$ cat src/rtl/ssme_pkg.sv
// Shared types and constants for the scored slot store.
// Used by the controller, the datapath and the top level; depends on nothing.
package ssme_pkg;

  localparam int CAPACITY = 16;
  localparam int DIM      = 64;
  localparam int SLOT_W   = 4;
  localparam int ELEM_W   = 6;
  localparam int CNT_W    = 5;
  localparam int WORD_W   = 32;
  localparam int FACT_W   = 17;

  localparam logic [2:0] OP_WRITE     = 3'd0;
  localparam logic [2:0] OP_SET_SCORE = 3'd1;
  localparam logic [2:0] OP_DECAY_S   = 3'd2;
  localparam logic [2:0] OP_SET_ASSOC = 3'd3;
  localparam logic [2:0] OP_DECAY_A   = 3'd4;
  localparam logic [2:0] OP_READ      = 3'd5;
  localparam logic [2:0] OP_CLEAR     = 3'd6;

  localparam logic [1:0] ST_OK     = 2'd0;
  localparam logic [1:0] ST_RANGE  = 2'd1;
  localparam logic [1:0] ST_STREAM = 2'd2;

  localparam logic [3:0] A_NONE     = 4'd0;
  localparam logic [3:0] A_ACCEPT   = 4'd1;
  localparam logic [3:0] A_EV_RD    = 4'd2;
  localparam logic [3:0] A_EV_CMP   = 4'd3;
  localparam logic [3:0] A_EV_SHIFT = 4'd4;
  localparam logic [3:0] A_CP_RD    = 4'd5;
  localparam logic [3:0] A_CP_WR    = 4'd6;
  localparam logic [3:0] A_ZERO_ROW = 4'd7;
  localparam logic [3:0] A_ZERO_COL = 4'd8;
  localparam logic [3:0] A_INS_DONE = 4'd9;
  localparam logic [3:0] A_RD_DONE  = 4'd10;
  localparam logic [3:0] A_DS_RD    = 4'd11;
  localparam logic [3:0] A_DS_WR    = 4'd12;
  localparam logic [3:0] A_DA_RD    = 4'd13;
  localparam logic [3:0] A_DA_WR    = 4'd14;
  localparam logic [3:0] A_MUL_S    = 4'd15;

  typedef struct packed {
    logic [3:0]        act;
    logic              mul_assoc;
    logic [SLOT_W-1:0] i;
    logic [ELEM_W-1:0] j;
  } cmd_t;

  typedef struct packed {
    logic [CNT_W-1:0] count;
    logic             insert_go;
    logic             full;
    logic             read_go;
    logic             decay_s_go;
    logic             decay_a_go;
  } stat_t;

endpackage

$ cat src/rtl/ssme_ctrl.sv
// Sequencer for the scored slot store: walks eviction search, slot copy,
// association clearing and decay sweeps. Depends on ssme_pkg.
module ssme_ctrl import ssme_pkg::*; (
  input  logic  clk,
  input  logic  rst,
  input  logic  start,
  input  stat_t stat,
  output cmd_t  cmd,
  output logic  busy
);

  localparam logic [3:0] S_IDLE     = 4'd0;
  localparam logic [3:0] S_EV_RD    = 4'd1;
  localparam logic [3:0] S_EV_CMP   = 4'd2;
  localparam logic [3:0] S_EV_SHIFT = 4'd3;
  localparam logic [3:0] S_CP_RD    = 4'd4;
  localparam logic [3:0] S_CP_WR    = 4'd5;
  localparam logic [3:0] S_ZR       = 4'd6;
  localparam logic [3:0] S_ZC       = 4'd7;
  localparam logic [3:0] S_INS_DONE = 4'd8;
  localparam logic [3:0] S_RD_DONE  = 4'd9;
  localparam logic [3:0] S_DS_RD    = 4'd10;
  localparam logic [3:0] S_DS_MUL   = 4'd11;
  localparam logic [3:0] S_DS_WR    = 4'd12;
  localparam logic [3:0] S_DA_RD    = 4'd13;
  localparam logic [3:0] S_DA_MUL   = 4'd14;
  localparam logic [3:0] S_DA_WR    = 4'd15;

  logic [3:0]        state, state_next;
  logic [SLOT_W-1:0] i, i_next;
  logic [ELEM_W-1:0] j, j_next;
  logic [CNT_W-1:0]  last_cnt;
  logic              i_last, j_last_cnt;
  logic              d_done;

  assign last_cnt   = stat.count - CNT_W'(1);
  assign i_last     = CNT_W'(i) == last_cnt;
  assign j_last_cnt = j == ELEM_W'(last_cnt);

  always_ff @(posedge clk) begin
    if (rst) begin
      state  <= S_IDLE;
      i      <= '0;
      j      <= '0;
      d_done <= 1'b0;
    end else begin
      state  <= state_next;
      i      <= i_next;
      j      <= j_next;
      d_done <= ((state == S_DS_WR) && i_last) ||
                ((state == S_DA_WR) && i_last && j_last_cnt);
    end
  end

  always_comb begin
    state_next = state;
    i_next     = i;
    j_next     = j;
    case (state)
      S_IDLE: begin
        if (start) begin
          i_next = '0;
          j_next = '0;
          if (stat.insert_go) state_next = stat.full ? S_EV_RD : S_CP_RD;
          else if (stat.read_go) state_next = S_RD_DONE;
          else if (stat.decay_s_go) state_next = S_DS_RD;
          else if (stat.decay_a_go) state_next = S_DA_RD;
        end
      end
      S_EV_RD: state_next = S_EV_CMP;
      S_EV_CMP: begin
        if (i == SLOT_W'(CAPACITY - 1)) state_next = S_EV_SHIFT;
        else begin
          i_next     = i + SLOT_W'(1);
          state_next = S_EV_RD;
        end
      end
      S_EV_SHIFT: begin
        j_next     = '0;
        state_next = S_CP_RD;
      end
      S_CP_RD: state_next = S_CP_WR;
      S_CP_WR: begin
        if (j == ELEM_W'(DIM - 1)) begin
          j_next     = '0;
          state_next = S_ZR;
        end else begin
          j_next     = j + ELEM_W'(1);
          state_next = S_CP_RD;
        end
      end
      S_ZR: state_next = S_ZC;
      S_ZC: begin
        if (j == ELEM_W'(CAPACITY - 1)) state_next = S_INS_DONE;
        else begin
          j_next     = j + ELEM_W'(1);
          state_next = S_ZR;
        end
      end
      S_INS_DONE: state_next = S_IDLE;
      S_RD_DONE:  state_next = S_IDLE;
      S_DS_RD:    state_next = S_DS_MUL;
      S_DS_MUL:   state_next = S_DS_WR;
      S_DS_WR: begin
        if (i_last) state_next = S_IDLE;
        else begin
          i_next     = i + SLOT_W'(1);
          state_next = S_DS_RD;
        end
      end
      S_DA_RD:  state_next = S_DA_MUL;
      S_DA_MUL: state_next = S_DA_WR;
      S_DA_WR: begin
        state_next = S_DA_RD;
        if (j_last_cnt) begin
          j_next = '0;
          if (i_last) state_next = S_IDLE;
          else i_next = i + SLOT_W'(1);
        end else begin
          j_next = j + ELEM_W'(1);
        end
      end
      default: state_next = S_IDLE;
    endcase
  end

  // A decay sweep reports its result in the idle cycle that follows it.
  always_comb begin
    cmd.i         = i;
    cmd.j         = j;
    cmd.mul_assoc = (state == S_DA_MUL);
    case (state)
      S_IDLE:     cmd.act = start ? A_ACCEPT : A_NONE;
      S_EV_RD:    cmd.act = A_EV_RD;
      S_EV_CMP:   cmd.act = A_EV_CMP;
      S_EV_SHIFT: cmd.act = A_EV_SHIFT;
      S_CP_RD:    cmd.act = A_CP_RD;
      S_CP_WR:    cmd.act = A_CP_WR;
      S_ZR:       cmd.act = A_ZERO_ROW;
      S_ZC:       cmd.act = A_ZERO_COL;
      S_INS_DONE: cmd.act = A_INS_DONE;
      S_RD_DONE:  cmd.act = A_RD_DONE;
      S_DS_RD:    cmd.act = A_DS_RD;
      S_DS_MUL:   cmd.act = A_MUL_S;
      S_DS_WR:    cmd.act = A_DS_WR;
      S_DA_RD:    cmd.act = A_DA_RD;
      S_DA_MUL:   cmd.act = A_MUL_S;
      S_DA_WR:    cmd.act = A_DA_WR;
      default:    cmd.act = A_NONE;
    endcase
  end

  // Hold off new requests until the decay result has gone out as well.
  assign busy = (state != S_IDLE) || d_done;

endmodule

$ cat config.mk
export PLATFORM = sky130hd
export DESIGN_NAME = ssme_ctrl
export DESIGN_NICKNAME = d
export VERILOG_FILES = /design/src/rtl/ssme_pkg.sv /design/src/rtl/ssme_ctrl.sv
export SDC_FILE = /design/constraint.sdc
export NUM_CORES = 1
export LEC_CHECK = 0
export BUFFER_PORTS_ARGS = -buffer_cell sky130_fd_sc_hd__buf_4
export CAP_MARGIN = 10
export CORE_UTILIZATION = 42
export DETAILED_ROUTE_END_ITERATION = 8
export GPL_TIMING_DRIVEN = 0
export PLACE_DENSITY = 0.67
export SYNTH_ARGS = -nofsm -noshare
export SYNTH_HDL_FRONTEND = slang
export SYNTH_SLANG_ARGS = --single-unit
$ cat constraint.sdc
create_clock -name clk -period 2 [get_ports clk]
set_input_delay 0.3 -clock clk [delete_from_list [all_inputs] [get_ports clk]]
set_output_delay 0.3 -clock clk [all_outputs]
set_load 0.005 [all_outputs]
Word-level counts from Yosys, hierarchy flattened:

Index checks and enable logic that the tools add are counted.

* register bits: 15
* bits in latches: 0
* RAM bits: 0
* memories kept: 0
* ROM bits: 0

* order comparisons: 0
* bitwise operators: 0
* div/mod/pow operators: 0
* shift-type cells: 0
* reductions and logical operators: 14
* multipliers: 0
* add/subtract/negate cells: 3
* equal/unequal tests: 25
* mux-type cells: 25

Operator list (count)
* case mux 4 bit (15 select lines): 2
* two-way mux 4 bit: 13
* equality test 4 bit (second input constant): 9
* case mux 6 bit (5 select lines): 1
* two-way mux 6 bit: 4
* equality test 4 x 3 -> 1 bit (second input constant): 4
* case mux 4 bit (4 select lines): 1
* equality test 4 x 2 -> 1 bit (second input constant): 2
* != test 2 bit (second input constant): 4
* nonzero test 4 bit: 2
* adder 6 x 1 -> 6 bit (second input constant): 1
* equality test 6 x 4 -> 1 bit (second input constant): 1
* equality test 6 x 5 -> 1 bit: 1
* equality test 6 bit (second input constant): 1
* equality test 4 x 5 -> 1 bit: 1
* != test 5 bit (second input constant): 1
* nonzero test 5 bit: 1
* subtractor 5 x 1 -> 5 bit (second input constant): 1
* adder 4 x 1 -> 4 bit (second input constant): 1
* equality test 4 x 1 -> 1 bit (second input constant): 1
* logical NOT 4 bit: 1
* two-way mux 2 bit: 2
* AND reduction 4 bit: 1
* OR reduction 2 bit: 2
* other kinds (6): 9

Depth between registers and ports, before layout:

* depth in word-level cells: 6
* depth in mapped cells: 8
* gate-level depth less buffers: 8

Least setup slack after synthesis:

OpenSTA, ideal clock, no wires.

* kind: input to register
* start: input port stat[5] (netlist name)
* end: register j[0]
* path slack: -0.141 ns
* arrival: 2.020 ns
* stages: 8
* cells stage by stage: inv_1 -> ha_1 -> xnor2_1 -> or3_4 -> nor4_4 -> o21a_1 -> nor2_1 -> mux2_2

* word-level cells in the longest chain between the ends: 4

Ends and longest elaborated chain
* from (decl): line ssme_ctrl.sv:7 `input stat_t stat,`
* subtractor 5 x 1 -> 5 bit: line ssme_ctrl.sv:36 `assign last_cnt = stat.count - CNT_W'(1);`
* equality test 6 x 5 -> 1 bit: line ssme_ctrl.sv:38 `assign j_last_cnt = j == ELEM_W'(last_cnt);`
* two-way mux 6 bit: line ssme_ctrl.sv:115 `if (j_last_cnt) begin`
* case mux 6 bit (5 select lines): line ssme_ctrl.sv:59 `case (state)`
* to (signal assigned): line ssme_ctrl.sv:49 `j <= j_next;`
* to (decl): line ssme_ctrl.sv:31 `logic [ELEM_W-1:0] j, j_next;`

Every way passes these cells.
A chain may end at the register's enable or synchronous reset.

Final worst setup path:

* start: input port stat[6] (netlist name)
* end: register i[3]

* word-level cells in the longest chain between the ends: 5

Ends and longest elaborated chain
* subtractor 5 x 1 -> 5 bit *: line ssme_ctrl.sv:36
* equality test 4 x 5 -> 1 bit: line ssme_ctrl.sv:37 `assign i_last = CNT_W'(i) == last_cnt;`
* two-way mux 4 bit (2 in a row)
* case mux 4 bit (4 select lines)
* to (signal assigned): line ssme_ctrl.sv:48 `i <= i_next;`
* to (decl): line ssme_ctrl.sv:30 `logic [SLOT_W-1:0] i, i_next;`

Every way passes the cells marked *; elsewhere a longest branch is shown, timed or not. The select of a mux whose other input is x is not followed.

==> impl_metrics.xml <==
<?xml version="1.0" encoding="UTF-8"?>
<metrics>
  <group name="outcome">
    <metric name="status" unit="">finished with violations</metric>
    <metric name="violated_checks" unit="">DRC</metric>
  </group>
  <group name="cts">
    <metric name="clk_pin_slew" unit="ns">0.10</metric>
    <metric name="total_number_of_h_tree_levels" unit="">1</metric>
    <metric name="cts-root-buf" unit="">sky130_fd_sc_hd__clkbuf_4</metric>
    <metric name="clk-insertion-delay-late" unit="ns">0.29</metric>
    <metric name="tritoncts.num_buffers" unit="">3</metric>
    <metric name="clock_path_buffers" unit="">2</metric>
    <metric name="tritoncts_sink_count" unit="">15</metric>
    <metric name="cts_tree" unit="">done</metric>
    <metric name="cts-hold-fix-buffers" unit="">0</metric>
  </group>
  <group name="yosys">
    <metric name="synthXorXnorAreaFrac" unit="%">11.33</metric>
    <metric name="synth-compound-area-share" unit="%">22.85</metric>
    <metric name="synth.ff_latch_count" unit="">15</metric>
    <metric name="yosysSeqAreaShare" unit="%">23.23</metric>
    <metric name="synth_fa_ha_area_share" unit="%">3.679</metric>
    <metric name="synth_ff_type" unit="">sky130_fd_sc_hd__dfxtp_1</metric>
    <metric name="mapped_nets" unit="">187</metric>
    <metric name="post_synth_edffs" unit="">0</metric>
    <metric name="dominant_combinational_cell_family_by_area_after_synthesis" unit="">simple AND/OR/NAND/NOR gates</metric>
    <metric name="ys_async_sr_fraction" unit="%">0</metric>
    <metric name="synth.mux.area_fraction" unit="%">3.969</metric>
    <metric name="synth_area" unit="µm²">1292</metric>
    <metric name="syn_area_per_cell" unit="µm²">7.558</metric>
    <metric name="synthCells" unit="">171</metric>
    <metric name="synth.yosys.warnings" unit="">0</metric>
    <metric name="ys_types" unit="">45</metric>
    <metric name="yosys.area_share.simple" unit="%">30.59</metric>
  </group>
  <group name="setup_path">
    <metric name="critical_path_class" unit="">in -&gt; reg</metric>
    <metric name="depth_of_the_worst_register_to_register_path" unit="">8</metric>
    <metric name="slowest_delay" unit="ns">0.37</metric>
    <metric name="worstPathRequired" unit="ns">2.19</metric>
    <metric name="crit_path_start_kind" unit="">primary input</metric>
    <metric name="regToRegSetupSlack" unit="ns">0.11</metric>
    <metric name="timing.critical_path.mode_cell" unit="">sky130_fd_sc_hd__buf_4</metric>
    <metric name="worst_reg2reg_endpoint" unit="">j[2]</metric>
    <metric name="endpoint_kind" unit="">flop</metric>
    <metric name="arrival" unit="ns">2.10</metric>
    <metric name="crit_path_cell_chain" unit="">buf_4 &gt; inv_2 &gt; ha_4 &gt; xnor2_1 &gt; or3_4 &gt; nor4_4 &gt; buf_4 &gt; o221a_4 &gt; nand4_1 &gt; mux2i_1</metric>
    <metric name="worst_path_max_delay_cell" unit="">sky130_fd_sc_hd__or3_4</metric>
    <metric name="worst_r2r_startpoint" unit="">state[0]</metric>
    <metric name="crit_fanout" unit="">5</metric>
  </group>
  <group name="drt">
    <metric name="drt_first_iter_violations" unit="">92</metric>
    <metric name="wirelength" unit="mm">3.325</metric>
    <metric name="first_pass_iters" unit="">6</metric>
    <metric name="number_of_nets_with_antenna_violations_after_routing" unit="">0</metric>
    <metric name="dr_drc_count" unit="">2</metric>
    <metric name="detail_route.vias_per_cell" unit="">5.874</metric>
    <metric name="post_drt_wl_per_cell" unit="µm">13.97</metric>
    <metric name="via_count" unit="">1398</metric>
  </group>
  <group name="global_route">
    <metric name="grt_util_met3" unit="%">2.041</metric>
    <metric name="wire_length_of_the_first_global_routing_pass" unit="mm">5.382</metric>
    <metric name="gr-usage-met1" unit="%">29.33</metric>
    <metric name="antenna_found_initial" unit="">0</metric>
    <metric name="global_route.peak_usage_layer" unit="">met2</metric>
    <metric name="gr-total-overflow" unit="">0</metric>
    <metric name="grt_start_max_net_pins" unit="">11</metric>
    <metric name="use_met2" unit="%">33.06</metric>
    <metric name="first_global_vias" unit="">1189</metric>
    <metric name="overall_global_routing_resource_usage" unit="%">20.63</metric>
  </group>
  <group name="sta">
    <metric name="fmax" unit="GHz">0.5216</metric>
    <metric name="clock_skew" unit="ns">0.008444</metric>
    <metric name="timing.final.crit_share" unit="%">95.85</metric>
    <metric name="tightest_slew" unit="ns">0.4839</metric>
    <metric name="post-route-min-period" unit="ns">1.917</metric>
    <metric name="finalHoldViolations" unit="">0</metric>
    <metric name="grt_setup_unrepaired" unit="">no</metric>
    <metric name="timing.final.setup_violations" unit="">0</metric>
    <metric name="finalMaxSlewViolations" unit="">0</metric>
    <metric name="maxSlewHeadroom" unit="%">67.74</metric>
  </group>
  <group name="pwr">
    <metric name="power_frac_seq" unit="%">29.1</metric>
    <metric name="netSwitchingPower" unit="µW">564.2</metric>
    <metric name="total_leakage_power" unit="nW">0.7069</metric>
    <metric name="internal-power" unit="µW">773.1</metric>
    <metric name="total_design_power" unit="mW">1.337</metric>
    <metric name="switching_share" unit="%">42.19</metric>
    <metric name="power.density_cell_area" unit="nW/µm²">788.2</metric>
    <metric name="power.combinational.fraction" unit="%">57.8</metric>
    <metric name="vdd_drop_max" unit="V">0.0005797</metric>
    <metric name="power.clock.fraction" unit="%">13.1</metric>
  </group>
  <group name="worst_hold_path">
    <metric name="hold-path-endpoint" unit="">state[3]</metric>
    <metric name="hold_path.startpoint" unit="">stat[4]</metric>
    <metric name="min_path_cells" unit="">3</metric>
    <metric name="hp-class" unit="">in -&gt; reg</metric>
  </group>
  <group name="finish">
    <metric name="area_growth" unit="%">31.27</metric>
    <metric name="n_antenna_cell" unit="">0</metric>
    <metric name="finalNetCount" unit="">224</metric>
    <metric name="layout.cell_area.non_filler" unit="µm²">1697</metric>
    <metric name="drive_above_1_share" unit="%">31.40</metric>
  </group>
  <group name="placed_design">
    <metric name="dp_hpwl" unit="mm">2.544</metric>
    <metric name="placed_area" unit="µm²">1541</metric>
    <metric name="gp_congestion" unit="">0.8825</metric>
    <metric name="place.port_buffers" unit="">28</metric>
  </group>
  <group name="floorplanning">
    <metric name="design.die.area" unit="µm²">3303</metric>
    <metric name="dieHeight" unit="µm">57.48</metric>
    <metric name="design.portCount" unit="">29</metric>
    <metric name="initial_utilization" unit="%">45.69</metric>
    <metric name="core" unit="µm²">2829</metric>
    <metric name="dieWidth" unit="µm">57.48</metric>
    <metric name="rows" unit="">19</metric>
  </group>
  <group name="job">
    <metric name="timing.max_cap.violations" unit="">0</metric>
  </group>
</metrics>
## Yosys cell counts (all sizes together), types with 2 or more instances
library cell  count  area share, %
mux2i             4            3.1
o32ai             2            1.4
nand3             7            2.7
nand2            19            5.5
clkbuf            9            2.6
nor4              4            3.6
o21a              2            1.2
nor2b             4            1.9
and2              3            1.5
inv               5            1.5
a221oi            2            1.4
xnor2            13            8.8
nand2b            3            1.5
a22o              3            2.0
dfxtp            15             23
a21oi            10            3.9
or3               2            1.4
a21o              3            1.7
a31o              2            1.4
nor2             15            4.4
ha                3            2.9
o21ai             5            1.9
and3              5            2.4
o22ai             5            2.4
nor3              9            3.5
## per-stage QoR
step | hold WS [ns] | setup slack [ns] | utilization, % | setup TNS (ns) | cells
CTS | 0.2943 | 0.02184 | 56.79 | 0 | 235
finish | 0.2936 | 0.08293 | 59.97 | 0 | 238
global placement | 0.5255 | -0.3523 | 54.49 | -2.946 | 230
detailed placement | 0.5360 | -0.4320 | 54.49 | -4.130 | 230
floorplan | 0.4735 | 0.01004 | - | 0 | 171
global route | 0.3029 | 0.01182 | 59.97 | 0 | 238
## registers in the layout, indices dropped and copies added, names as in the netlist
register  flops
i             4
state         4
d_done        1
j             6
## metal layers
layer	vias up	part of all wire [%]
li1	703	-
met1	633	46
met2	58	47
met3	4	6.5
met4	0	0.66
met5	-	0
## power by group through the flow
stage               clock (mW)  sequential [mW]  combinational (mW)
finish                   0.176            0.389               0.773
detailed placement           0            0.384               0.691
CTS                      0.184            0.385               0.733
floorplan                    0            0.372               0.483
global route             0.199            0.395               0.844
global placement             0            0.385               0.684
## logic make-up after synthesis
group | after synthesis
compound gates | 42
buf+inv | 15
fa+ha+maj | 4
simple gates | 75
mux | 5
flops | 15
xor+xnor | 15
## repair_timing
item	CTS	global route
setup buffers	1	3
endpoints found under the setup margin	13	11
resized for setup	11	22
pin swaps	1	4
## layout make-up
cell class / count / area [µm²]
Buffer: 10 / 50.05
Clock buffer: 3 / 22.52
Clock inverter: 1 / 5.005
Fill cell: 282 / 1132
Inverter: 5 / 21.27
Multi-Input combinational cell: 141 / 1006
Sequential cell: 15 / 309.0
Tap cell: 31 / 38.79
Timing Repair Buffer: 32 / 244.0
## worst max path at each step
stage                        start       to  slack (ns)  depth (start not counted)
final                      stat[6]     i[3]        0.08                         10
after global routing      state[2]     j[3]        0.01                          6
after CTS                 state[1]  cmd[11]        0.02                          5
after detailed placement   stat[5]     j[0]       -0.43                          9
after global placement     stat[5]     j[0]       -0.35                          9
after floorplan            stat[5]     i[2]        0.01                          8
## layout by cell type (no fill, tap or decap), types with 2 or more instances in the layout
cell type	synthesis	routed
sky130_fd_sc_hd__inv_2	0	2
sky130_fd_sc_hd__nor3_1	9	6
sky130_fd_sc_hd__ha_1	3	2
sky130_fd_sc_hd__a21o_1	3	3
sky130_fd_sc_hd__a31o_2	2	2
sky130_fd_sc_hd__a22o_1	3	3
sky130_fd_sc_hd__buf_4	0	32
sky130_fd_sc_hd__dfxtp_2	0	4
sky130_fd_sc_hd__nor3_2	0	2
sky130_fd_sc_hd__o22ai_1	5	5
sky130_fd_sc_hd__nor4_4	1	2
sky130_fd_sc_hd__nand2_1	19	19
sky130_fd_sc_hd__clkbuf_4	0	4
sky130_fd_sc_hd__o32ai_1	2	2
sky130_fd_sc_hd__nor4_1	2	2
sky130_fd_sc_hd__nand3_1	7	6
sky130_fd_sc_hd__a21oi_1	10	10
sky130_fd_sc_hd__and2_1	3	3
sky130_fd_sc_hd__clkbuf_2	0	3
sky130_fd_sc_hd__xnor2_1	13	13
sky130_fd_sc_hd__a221oi_1	2	2
sky130_fd_sc_hd__nor2_1	15	14
sky130_fd_sc_hd__and3_1	5	5
sky130_fd_sc_hd__o21ai_0	5	5
sky130_fd_sc_hd__mux2i_1	4	4
sky130_fd_sc_hd__dfxtp_1	15	10
sky130_fd_sc_hd__nor2b_1	4	4
sky130_fd_sc_hd__clkbuf_1	9	4
sky130_fd_sc_hd__inv_1	5	2
sky130_fd_sc_hd__nand2b_1	3	3
## critical path: cells and delay by family
| kind | cells | cell delay, ns |
|---|---|---|
| AOI/OAI and AO/OA | 1 | 0.22 |
| xor gates and xnor gates | 1 | 0.11 |
| adders and majority gates | 1 | 0.20 |
| buffers and inverters | 3 | 0.36 |
| muxes | 1 | 0.14 |
| and+or+nand+nor | 3 | 0.77 |
(Power assumes the default switching activity.)
